--- config.mk ---
export PLATFORM = sky130hd
export DESIGN_NAME = hkc_queue
export DESIGN_NICKNAME = d
export VERILOG_FILES = /design/src/design/hkc_pkg.sv /design/src/design/hkc_queue.sv
export SDC_FILE = /design/constraint.sdc
export NUM_CORES = 1
export LEC_CHECK = 0
export BUFFER_PORTS_ARGS = -buffer_cell sky130_fd_sc_hd__buf_2
export CAP_MARGIN = 25
export CORE_MARGIN = 2
export CORE_UTILIZATION = 52
export CTS_CLUSTER_DIAMETER = 60
export CTS_CLUSTER_SIZE = 40
export DETAILED_ROUTE_END_ITERATION = 6
export GPL_TIMING_DRIVEN = 0
export PLACE_DENSITY = 0.79
export SYNTH_ARGS = -nofsm -noshare
export SYNTH_HDL_FRONTEND = slang
export SYNTH_SLANG_ARGS = --single-unit
--- constraint.sdc ---
create_clock -name clk_i -period 8.8 [get_ports clk_i]
set_input_delay 0.88 -clock clk_i [delete_from_list [all_inputs] [get_ports clk_i]]
set_output_delay 0.88 -clock clk_i [all_outputs]
set_load 0.01 [all_outputs]
--- src/design/hkc_pkg.sv ---
package hkc_pkg;

  // default table depth
  localparam int MAX_KEYS_DEF = 64;

  // field widths
  localparam int IDX_W = 6;
  localparam int CNT_W = 7;
  localparam int DAT_W = 32;
  localparam int KEY_W = 4 * DAT_W;
  localparam int S_TDATA_W = 168;
  localparam int M_TDATA_W = 40;

  // command codes carried on tuser
  typedef enum logic {
    CMD_WRITE = 1'b0,
    CMD_EVAL  = 1'b1
  } cmd_e;

  // one classified item travelling from front to back
  typedef struct packed {
    logic        is_eval;
    logic        slot_ok;
    logic [5:0]  index;
    logic [31:0] ktime;
    logic [31:0] kvalue;
    logic [31:0] kin;
    logic [31:0] kout;
    logic [31:0] etime;
  } item_t;

  // back-end sequencer states
  typedef enum logic [2:0] {
    ST_IDLE,
    ST_RD_FIRST,
    ST_RD_LAST,
    ST_SRCH,
    ST_RD_K0,
    ST_DIV,
    ST_MUL,
    ST_FINISH
  } state_e;

  // multiply steps of the shared multiplier
  localparam logic [3:0] MS_TT   = 4'd0;
  localparam logic [3:0] MS_T2T  = 4'd1;
  localparam logic [3:0] MS_M0   = 4'd2;
  localparam logic [3:0] MS_M1   = 4'd3;
  localparam logic [3:0] MS_H00  = 4'd4;
  localparam logic [3:0] MS_H10L = 4'd5;
  localparam logic [3:0] MS_H10H = 4'd6;
  localparam logic [3:0] MS_H01  = 4'd7;
  localparam logic [3:0] MS_H11L = 4'd8;
  localparam logic [3:0] MS_H11H = 4'd9;

  // index of the last quotient bit of the segment fraction
  localparam logic [3:0] DIV_LAST = 4'd15;

endpackage

--- src/design/hkc_queue.sv ---
module hkc_queue (
  input  logic           clk_i,
  input  logic           rst_ni,
  input  logic           push_i,
  input  hkc_pkg::item_t item_i,
  output logic           ready_o,
  input  logic           pop_i,
  output logic           valid_o,
  output hkc_pkg::item_t item_o
);
  import hkc_pkg::*;

  item_t      slot_q [2];
  logic       wptr_q, wptr_d;
  logic       rptr_q, rptr_d;
  logic [1:0] cnt_q, cnt_d;

  assign ready_o = (cnt_q != 2'd2);
  assign valid_o = (cnt_q != 2'd0);
  assign item_o  = slot_q[rptr_q];

  // pointer and fill update
  always_comb begin
    wptr_d = wptr_q;
    rptr_d = rptr_q;
    cnt_d  = cnt_q;
    if (push_i) begin
      wptr_d = ~wptr_q;
    end
    if (pop_i) begin
      rptr_d = ~rptr_q;
    end
    unique case ({push_i, pop_i})
      2'b10:   cnt_d = cnt_q + 2'd1;
      2'b01:   cnt_d = cnt_q - 2'd1;
      default: cnt_d = cnt_q;
    endcase
  end

  always_ff @(posedge clk_i or negedge rst_ni) begin
    if (!rst_ni) begin
      wptr_q <= 1'b0;
      rptr_q <= 1'b0;
      cnt_q  <= 2'd0;
    end else begin
      wptr_q <= wptr_d;
      rptr_q <= rptr_d;
      cnt_q  <= cnt_d;
    end
  end

  // storage
  always_ff @(posedge clk_i) begin
    if (push_i) begin
      slot_q[wptr_q] <= item_i;
    end
  end

endmodule

==> results.sh <==
export IMPL_status="finished clean"
export IMPL_grt_start_max_net_pins=64
export IMPL_grt_overflow=0
export IMPL_clkLatencyLatePin_ns=0.53
export IMPL_drc=0
export IMPL_power_density_nw_per_um2=319
export IMPL_synth_area_leaders="edfxtp_1, mux2_4, mux2_2"
export IMPL_area_growth_pct=24.8
export IMPL_die_h_um=160
export IMPL_drtPass1Iterations=4
export IMPL_finalWirelength_mm=24.5
export IMPL_ir_drop_mv=0.218
export IMPL_p_int_mw=3.59
export IMPL_netlist_area_sq_um=12700
export IMPL_synth_area_per_cell_sq_um=23.6
export IMPL_fp_dieW_um=160
export IMPL_tightest_slew_ns=0.738
export IMPL_startpoint_type="flip-flop"
export IMPL_layout_nets=1087
export IMPL_leakagePower_nw=6.27
export IMPL_synth_top_area_share_pct=79.3
export IMPL_clk_pin_slew_worst_paths_ns=0.07
export IMPL_die_area_sq_um=25700
export IMPL_synthCells=539
export IMPL_setup_viol=0
export IMPL_reg2reg_slack_ns=6.65
export IMPL_place_ws_ns=6.05
export IMPL_synth_edf_count=336
export IMPL_io_pin_count=342
export IMPL_grt_setup_unrepaired="false"
export IMPL_htree_levels=1
export IMPL_final_period_utilization_pct=31.5
export IMPL_rr_startpoint="wptr_q"
export IMPL_max_freq_ghz=0.361
export IMPL_cp_common_cell="buf_6"
export IMPL_rows=57
export IMPL_end_kind="output pin"
export IMPL_holdWs_ns=0.158
export IMPL_hold_viol_final=0
export IMPL_yosysMostFrequentCell="edfxtp_1"
export IMPL_hold_path_class="input port to async pin"
export IMPL_cts_resized=0
export IMPL_async_reset_ff_share_pct=1.18
export IMPL_crit_path_start="rptr_q"
export IMPL_routedWlPerCell_um=19.4
export IMPL_yosysWarnings=0
export IMPL_clk_path_buf_depth=3
export IMPL_pwr_share_clk_pct=23.5
export IMPL_antenna_found_initial=8
export IMPL_fin_ws_ns=6.03
export IMPL_yosys_area_top_type="edfxtp_1"
export IMPL_grt_pass1_wl_mm=36.5
export IMPL_regToRegEndpoint="slot_q[1][45]"
export IMPL_cts_hold_buf=0
export IMPL_first_iter_violations=423
export IMPL_ys_seq_area_share_pct=80.0
export IMPL_drive_gt1_share_pct=62.1
export IMPL_fin_skew_ns=0.0218
export IMPL_reg2regPathDepth=3
export IMPL_p_sw_share_pct=29.3
export IMPL_drv_cap=0
export IMPL_ant_nets=0
export IMPL_grt_pass1_vias=6591
export IMPL_synth_cell_types=14
export IMPL_io_buffers=341
export IMPL_grt_total_usage_pct=18.5
export IMPL_p_sw_mw=1.49
export IMPL_combPwrFrac_pct=32.8
export IMPL_slew_viol_final=0
export IMPL_globalplace_congestion=0.747
export IMPL_initial_core_util_pct=52.7
export IMPL_cts_setup_buffers=0
export IMPL_cpPeakStageDelay_ns=0.34
export IMPL_dpl_hpwl_mm=17.0
export IMPL_seqPwrFrac_pct=43.7
export IMPL_path_max_fanout=10
export IMPL_path_class="flip-flop to output pin"
export IMPL_cts_buffers=25
export IMPL_cts_tree="yes"
export IMPL_path_cells="buf_6 > buf_6 > buf_6 > mux2_4 > buf_2"
export IMPL_vias=6332
export IMPL_clock_root_buffer="clkbuf_16"
export IMPL_cts_sinks=340
export IMPL_arrival_ns=1.89
export IMPL_syn_nets=712
export IMPL_required_ns=7.92
export IMPL_core_area_sq_um=24200
export IMPL_synth_seq_cells=340
export IMPL_synth_top_flop_cell="edfxtp_1"
export IMPL_vias_per_cell=5.02
export IMPL_slew_limit_headroom_pct=50.8
export IMPL_fin_crit_ns=2.77
export IMPL_critPathSlowestCell="dfrtp_1"
export IMPL_synth_common_cells="edfxtp_1, mux2_4, mux2_2"
[worst max path at each step]
stage                           endpoint  slack [ns]  cells past startpoint
after detailed placement  slot_q[1][110]        6.05                      4
after floorplan             slot_q[0][0]        0.12                      2
final                        item_o[122]        6.03                      5
after CTS                    item_o[122]        5.98                      5
after global placement    slot_q[0][110]       -3.72                      3
after global routing         item_o[122]        5.93                      5
[kinds of logic after synthesis]
| family | after synthesis | synth area share, % |
|---|---|---|
| XOR/XNOR | 5 | 0.344 |
| adder cells (fa/ha/maj) | 1 | 0.0983 |
| buffers and inverters | 20 | 1.46 |
| flip-flops | 340 | 80.0 |
| multiplexers | 168 | 17.8 |
| AND/OR/NAND/NOR | 5 | 0.207 |
[flip-flops by register name (all words and copies together), names as in the netlist]
| register | cells |
|---|---|
| rptr_q | 1 |
| slot_q | 336 |
| wptr_q | 1 |
| cnt_q | 2 |
[power groups by stage]
stage               clock network, mW  logic, mW  registers [mW]
finish                           1.19       1.66            2.22
global route                     1.28       1.77            2.24
CTS                              1.22       1.69            2.22
detailed placement                  0       1.68            2.25
global placement                    0       1.62            2.36
floorplan                           0       1.08            2.31
[cell usage in the layout (no fill, tap or decap), types with 4 or more instances in the layout]
cell / instances
buf_12: 5
buf_2: 346
buf_6: 14
clkbuf_16: 25
dfrtp_1: 4
diode_2: 6
edfxtp_1: 336
mux2_2: 67
mux2_4: 101
[layout make-up]
type	count	area, sq um
diodes	6	15.0
plain buffers	19	183
clock buffers	28	637
clock inverters	16	234
fillers	1635	8280
inverters	1	3.75
multi-input cells	179	2360
flip-flops and latches	340	10200
well taps	324	405
repair buffers	348	1860
[stage by stage]
stage	utilization (%)	cells	total power [mW]	area [sq um]	setup TNS, ns
6_report	65.7	1261	5.07	15900	0
5_1_grt	65.7	1258	5.29	15900	0
4_1_cts	65.7	1255	5.14	15900	0
3_5_place_dp	62.1	1211	3.94	15000	0
3_3_place_gp	61.4	1204	3.97	14800	-623.43
2_1_floorplan	-	539	3.39	12700	0
[metal layers]
layer	routed length (um)	track usage [%]	vias up	part of all wire, %
met2	12600	33.2	269	51
met3	2290	6.25	49	9.4
met1	8940	21.1	3107	37
met5	27	0	-	0.11
li1	-	-	2903	-
met4	618	5.32	4	2.5
[critical path, delay by kind of cell (launching register included)]
family	cells	cell delay, ns
buffers and inverters	4	0.70
multiplexers	1	0.33
flip-flops	1	0.34
Power figures use the tool's default switching activity.
